===== src/design/bfcs_pkg.sv =====
// ----------------------------------------------------------------------------
// bfcs_pkg
// Shared widths, constants, controller state and command/status types for
// the best-flip candidate selector.
// ----------------------------------------------------------------------------
package bfcs_pkg;

  localparam int unsigned MAX_VARS_DEF = 4096;

  localparam int unsigned SCORE_W  = 17;
  localparam int unsigned CLAUSE_W = 16;
  localparam int unsigned RND_W    = 32;
  localparam int unsigned FLIP_W   = 13;

  localparam logic [CLAUSE_W-1:0] CLAUSE_RST = 16'hFFFF;

  // one remainder bit per divide step
  localparam int unsigned DIV_STEPS = RND_W;
  localparam int unsigned DIV_CNT_W = $clog2(DIV_STEPS);

  typedef enum logic [1:0] {
    ST_SCAN,
    ST_DIV,
    ST_READ,
    ST_LOAD
  } bfcs_state_t;

  typedef struct packed {
    logic take;      // input beat taken this cycle
    logic div_step;  // advance remainder by one bit
    logic ram_rd;    // read the picked candidate
    logic out_load;  // load the result register
  } bfcs_cmd_t;

  typedef struct packed {
    logic improving; // minimum below zero with at least one candidate
    logic multi;     // more than one tied candidate
    logic out_free;  // result register can take a new beat
  } bfcs_status_t;

endpackage


===== src/design/bfcs_ctrl.sv =====
// ----------------------------------------------------------------------------
// bfcs_ctrl
// Sequencer: scan, remainder division, candidate read, result load.
// ----------------------------------------------------------------------------
module bfcs_ctrl (
  input  logic                   clk,
  input  logic                   rst_n,
  input  logic                   in_valid,
  input  logic                   in_last,
  output logic                   in_ready,
  input  bfcs_pkg::bfcs_status_t status,
  output bfcs_pkg::bfcs_cmd_t    cmd
);
  import bfcs_pkg::*;

  bfcs_state_t          state_r, state_nxt;
  logic [DIV_CNT_W-1:0] step_r, step_nxt;
  logic                 take;

  assign in_ready = (state_r == ST_SCAN);
  assign take     = in_valid && in_ready;

  always_ff @(posedge clk) begin
    if (!rst_n) begin
      state_r <= ST_SCAN;
      step_r  <= '0;
    end else begin
      state_r <= state_nxt;
      step_r  <= step_nxt;
    end
  end

  // next state
  always_comb begin
    state_nxt = state_r;
    step_nxt  = step_r;
    case (state_r)
      ST_SCAN: begin
        step_nxt = '0;
        if (take && in_last) begin
          if (!status.improving) begin
            state_nxt = ST_LOAD;
          end else if (status.multi) begin
            state_nxt = ST_DIV;
          end else begin
            state_nxt = ST_READ;
          end
        end
      end
      ST_DIV: begin
        step_nxt = step_r + 1'b1;
        if (step_r == DIV_CNT_W'(DIV_STEPS - 1)) begin
          state_nxt = ST_READ;
        end
      end
      ST_READ: begin
        state_nxt = ST_LOAD;
      end
      ST_LOAD: begin
        if (status.out_free) begin
          state_nxt = ST_SCAN;
        end
      end
      default: begin
        state_nxt = ST_SCAN;
      end
    endcase
  end

  // outputs
  always_comb begin
    cmd = '0;
    case (state_r)
      ST_SCAN: cmd.take     = take;
      ST_DIV:  cmd.div_step = 1'b1;
      ST_READ: cmd.ram_rd   = 1'b1;
      ST_LOAD: cmd.out_load = status.out_free;
      default: cmd = '0;
    endcase
  end

endmodule


===== config.mk =====
export PLATFORM = sky130hd
export DESIGN_NAME = bfcs_ctrl
export DESIGN_NICKNAME = d
export VERILOG_FILES = /design/src/design/bfcs_pkg.sv /design/src/design/bfcs_ctrl.sv
export SDC_FILE = /design/constraint.sdc
export NUM_CORES = 1
export LEC_CHECK = 0
export BUFFER_PORTS_ARGS = -buffer_cell sky130_fd_sc_hd__buf_2
export CORE_AREA = 2 2 39 41
export CTS_CLUSTER_SIZE = 14
export DETAILED_ROUTE_END_ITERATION = 6
export DIE_AREA = 0 0 41 43
export SLEW_MARGIN = 5
export SYNTH_ARGS = -nofsm -noshare
export SYNTH_HDL_FRONTEND = slang
export SYNTH_SLANG_ARGS = --single-unit

===== constraint.sdc =====
create_clock -name clk -period 2.1 [get_ports clk]
set_input_delay 0.42 -clock clk [delete_from_list [all_inputs] [get_ports clk]]
set_output_delay 0.42 -clock clk [all_outputs]
set_load 0.005 [all_outputs]

## Yosys cells after proc, flatten, opt, wreduce, memory -nomap -nowiden

Index checks and enable logic that the tools add are counted.
Widths: inputs -> output; s select.

- Add/sub/neg operators: 1
- Equality and inequality tests: 7
- Mux-type cells: 11
- Reductions and logical operators: 5

Operators by type and width:

| kind | count |
|---|---|
| $mux 2 | 5 |
| $pmux 5 s2 | 1 |
| $pmux 2 s4 | 1 |
| $add 5x1->5 const B | 1 |
| $eq 5x5->1 const B | 1 |
| $eq 2x2->1 const B | 2 |
| $mux 1 | 4 |
| $ne 2x2->1 const B | 2 |
| $reduce_and 3->1 | 1 |
| $eq 2x1->1 const B | 1 |
| $logic_and 1x1->1 | 2 |
| $logic_not 2->1 | 1 |
| $ne 2x1->1 const B | 1 |
| $reduce_bool 2->1 | 1 |

- Register bits: 7
- Input bits: 7
- Output and inout bits: 5
- Logic and storage cells: 26

## Depth between registers and ports, before layout

- Word-level depth: 5
- Depth in mapped cells: 6
- Mapped depth without buffers: 6

## Worst setup path after synthesis

Ideal clock, no wire load.

- Path type: register to register
- Start point: register step_r[0]
- End point: register state_r[1]
- Setup time: 122 ps
- Data arrival time: 1,358 ps
- Required time: 1,978 ps
- Slack: 620 ps
- Cell stages (with the launch flop): 7
- Buffers on the path: 0
- Clock period less this slack: 1,480 ps
- Path through: dfxtp_1 -> ha_1 -> and3_1 -> ha_1 -> inv_1 -> a221o_2 -> mux2i_1

- Cells in the longest elaborated chain, start to end: 3

Ends and longest elaborated chain:

| what | line | text |
|---|---|---|
| start: declaration | bfcs_ctrl.sv:17 | `logic [DIV_CNT_W-1:0] step_r, step_nxt;` |
| start signal: assignment | bfcs_ctrl.sv:29 | `step_r <= step_nxt;` |
| $eq 5x5->1 | bfcs_ctrl.sv:52 | `if (step_r == DIV_CNT_W'(DIV_STEPS - 1)) begin` |
| $ne 2x2->1 (no source line) | n/a |  |
| $reduce_and 3->1 (no source line) | n/a |  |
| end signal: assignment | bfcs_ctrl.sv:28 | `state_r <= state_nxt;` |
| end: declaration | bfcs_ctrl.sv:16 | `bfcs_state_t state_r, state_nxt;` |

Every way passes these cells.
A chain may end at the register's enable or synchronous reset.

==> flow_summary.toml <==
[place]
gp_congestion = 0.702
io_buffer_count = 11
dp.cells = 76
hpwl_um = 617

[global_routing]
grt_max_degree = 14
grt_pass1_vias = 349
grt_pass1_wl_um = 1290
grt_use_total_pct = 10.6
antenna_found_initial = 0
grt_overflow = 0

[die]
ios = 12
dieWidth_um = 41
dieArea_sq_um = 1760
design.core.area_sq_um = 1380
row_count = 14
die_y_um = 43
start_util_pct = 32.9

[setup_path]
r2r_end = "state_r[0]"
worst-setup-path-type = "reg -> out"
cp-startpoint = "state_r[0]"
r2r-start = "step_r[0]"
rr_worst_depth = 6
endpoint_kind = "output pin"
critical_path_arrival_ps = 1330
r2r_setup_slack_ps = 520
critPathLaunchType = "register"
worstPathMaxFanout = 7
critical_path_required_ps = 1680
endpoint = "cmd[3]"

[timing]
finClkSkew_ps = 4.23
rsz0062_at_grt = "no"
final_max_slew_viol_count = 0
finalCritPeriodShare_pct = 83.4
relSlewSlack_pct = 73.8
tns_ps = 0
min_period_ps = 1750
hold_viol = 0
max_freq_mhz = 571
setup-violations-final = 0
worst_slew_pin_slew_ps = 393

[synth]
netlist_area_sq_um = 455
syn_area_per_cell_sq_um = 9.11
syn-num-nets = 64
synthesis.instances = 50
synth_top_family_by_area = "simple AND/OR/NAND/NOR gates"
synth-simple-area-share_pct = 25.0
synth_compound_area_share_pct = 14.8
ys_seq_area_share_pct = 30.8
yosysWarnings = 0
synthAdderAreaFrac_pct = 19.2
ys_ff_latch = 7
muxShareOfSynthArea_pct = 6.59
synth-xor-area-share_pct = 0
ys_types = 20

[clock_tree]
ctsResizeCount = 0
clk_path_buf_depth = 2
h-tree-depth = 1
cts_sinks = 7
cts_tree = "yes"
post-cts-setup-buffer-count = 0
clk_pin_slew_ps = 60
ctsHoldBuffers = 0
cts-root-buf = "clkbuf_4"
cts_buffers = 3
worstSkewPairLatency_ps = 240

[layout]
area_growth_syn_to_layout_pct = 21.2
post_route_cells_drive_above_1_share_pct = 25.0
final-instance-count-excl-fill = 80
antenna_cells = 0
nets = 79

[pwr]
peakVddDrop_mv = 0.488
internal_power_w = 0.000359
p_sw_share_pct = 38.3
power_leakage_nw = 0.248
pwr-share-clk_pct = 20.6
p_sw_w = 0.000223
combinationalPowerShare_pct = 48.1
seqPwrFrac_pct = 31.3
cellPowerDensity_nw_per_um2 = 1050

[drt]
finalWirelength_um = 786
final_antenna_net_count = 0
wl_per_cell_um = 9.83
firstDrtPassIters = 2
drc_errors = 0
drt_iter0_drc = 2
dr_total_vias = 389
detail_route.vias_per_cell = 4.86

[job]
drv_cap = 0

[hold_path]
hp-class = "in -> reg"

[run_status]
status = "completed"
per-layer routing:
layer  part of all wire, %  vias up  wire length (um)  global-route usage [%]
met5                     0        -                 0                       0
met4                     0        0                 0                    6.00
met2                    54        3               421                    18.1
met3                   1.5        0                12                    1.57
li1                      -      204                 -                       -
met1                    45      182               352                    11.4
synthesized netlist by cell type, drive strengths merged:
| cell type | number | share of area [%] |
|---|---|---|
| a21boi | 1 | 1.6 |
| a21oi | 3 | 3.3 |
| a221o | 1 | 2.5 |
| a41oi | 1 | 1.9 |
| and2 | 2 | 3.0 |
| and3 | 1 | 1.4 |
| buf | 1 | 1.1 |
| dfxtp | 7 | 31 |
| ha | 7 | 19 |
| inv | 3 | 2.5 |
| mux2i | 3 | 6.6 |
| nand2 | 3 | 2.5 |
| nand3 | 2 | 2.2 |
| nand3b | 2 | 3.3 |
| nor2 | 1 | 0.82 |
| nor2b | 5 | 6.9 |
| nor3b | 3 | 4.9 |
| o211ai | 2 | 3.3 |
| o21ai | 2 | 2.2 |
registers in the layout (all words and copies together) (netlist names):
signal,cells
state_r,2
step_r,5
power by group through the flow:
stage	clock [W]	sequential (W)	combinational [W]
floorplan	0	0.000178	0.000209
global placement	0	0.000185	0.000286
detailed placement	0	0.000184	0.000284
CTS	0.000124	0.000183	0.000283
global route	0.000129	0.000184	0.000322
finish	0.000120	0.000182	0.000280
worst min-delay path by stage:
stage                          start         end  slack [ps]  cells after the start
after floorplan           state_r[1]  state_r[1]         470                      2
after global placement    state_r[1]  state_r[1]         500                      2
after detailed placement  state_r[0]  state_r[0]         500                      2
after CTS                      rst_n   step_r[2]         500                      2
after global routing           rst_n   step_r[1]         510                      2
final                          rst_n   step_r[2]         500                      2
metrics by stage:
| step | hold slack, ps | instance area, sq um | utilization (%) | setup WS (ps) | total power (W) |
|---|---|---|---|---|---|
| 2_1_floorplan | 471 | 455 | - | 620 | 0.000387 |
| 3_3_place_gp | 499 | 526 | 38.0 | 565 | 0.000471 |
| 3_5_place_dp | 503 | 526 | 38.0 | 536 | 0.000468 |
| 4_1_cts | 501 | 552 | 39.9 | 330 | 0.000591 |
| 5_1_grt | 508 | 552 | 39.9 | 281 | 0.000636 |
| 6_report | 501 | 552 | 39.9 | 348 | 0.000582 |
final cells by class:
cell class | count | area (sq um)
clock buffers | 4 | 26.3
well taps | 16 | 20.0
flip-flops and latches | 7 | 140
inverters | 3 | 11.3
multi-input cells | 39 | 299
fillers | 131 | 832
repair buffers | 11 | 55.1
cell usage in the layout, fill, tap and decap left out:
| master | count |
|---|---|
| a21boi_0 | 1 |
| a21oi_1 | 3 |
| a221o_2 | 1 |
| a41oi_1 | 1 |
| and2_1 | 1 |
| and2_2 | 1 |
| and3_1 | 1 |
| buf_2 | 11 |
| clkbuf_1 | 1 |
| clkbuf_4 | 3 |
| dfxtp_1 | 7 |
| ha_1 | 7 |
| inv_1 | 3 |
| mux2i_1 | 3 |
| nand2_1 | 3 |
| nand3_1 | 2 |
| nand3b_1 | 2 |
| nor2_1 | 1 |
| nor2b_1 | 5 |
| nor3b_1 | 3 |
| o211ai_1 | 2 |
| o21ai_0 | 2 |
critical path: stages (launching register included):
cell     delay, ps
dfxtp_1        380
inv_1          100
ha_1           300
and2_2         200
buf_2          120
cell families (layout without fill, tap and decap cells):
family | after synthesis | count (layout)
simple gates | 19 | 19
compound gates | 10 | 10
flops | 7 | 7
buf+inv | 4 | 18
fa+ha+maj | 7 | 7
mux | 3 | 3
Power figures use the tool's default switching activity.
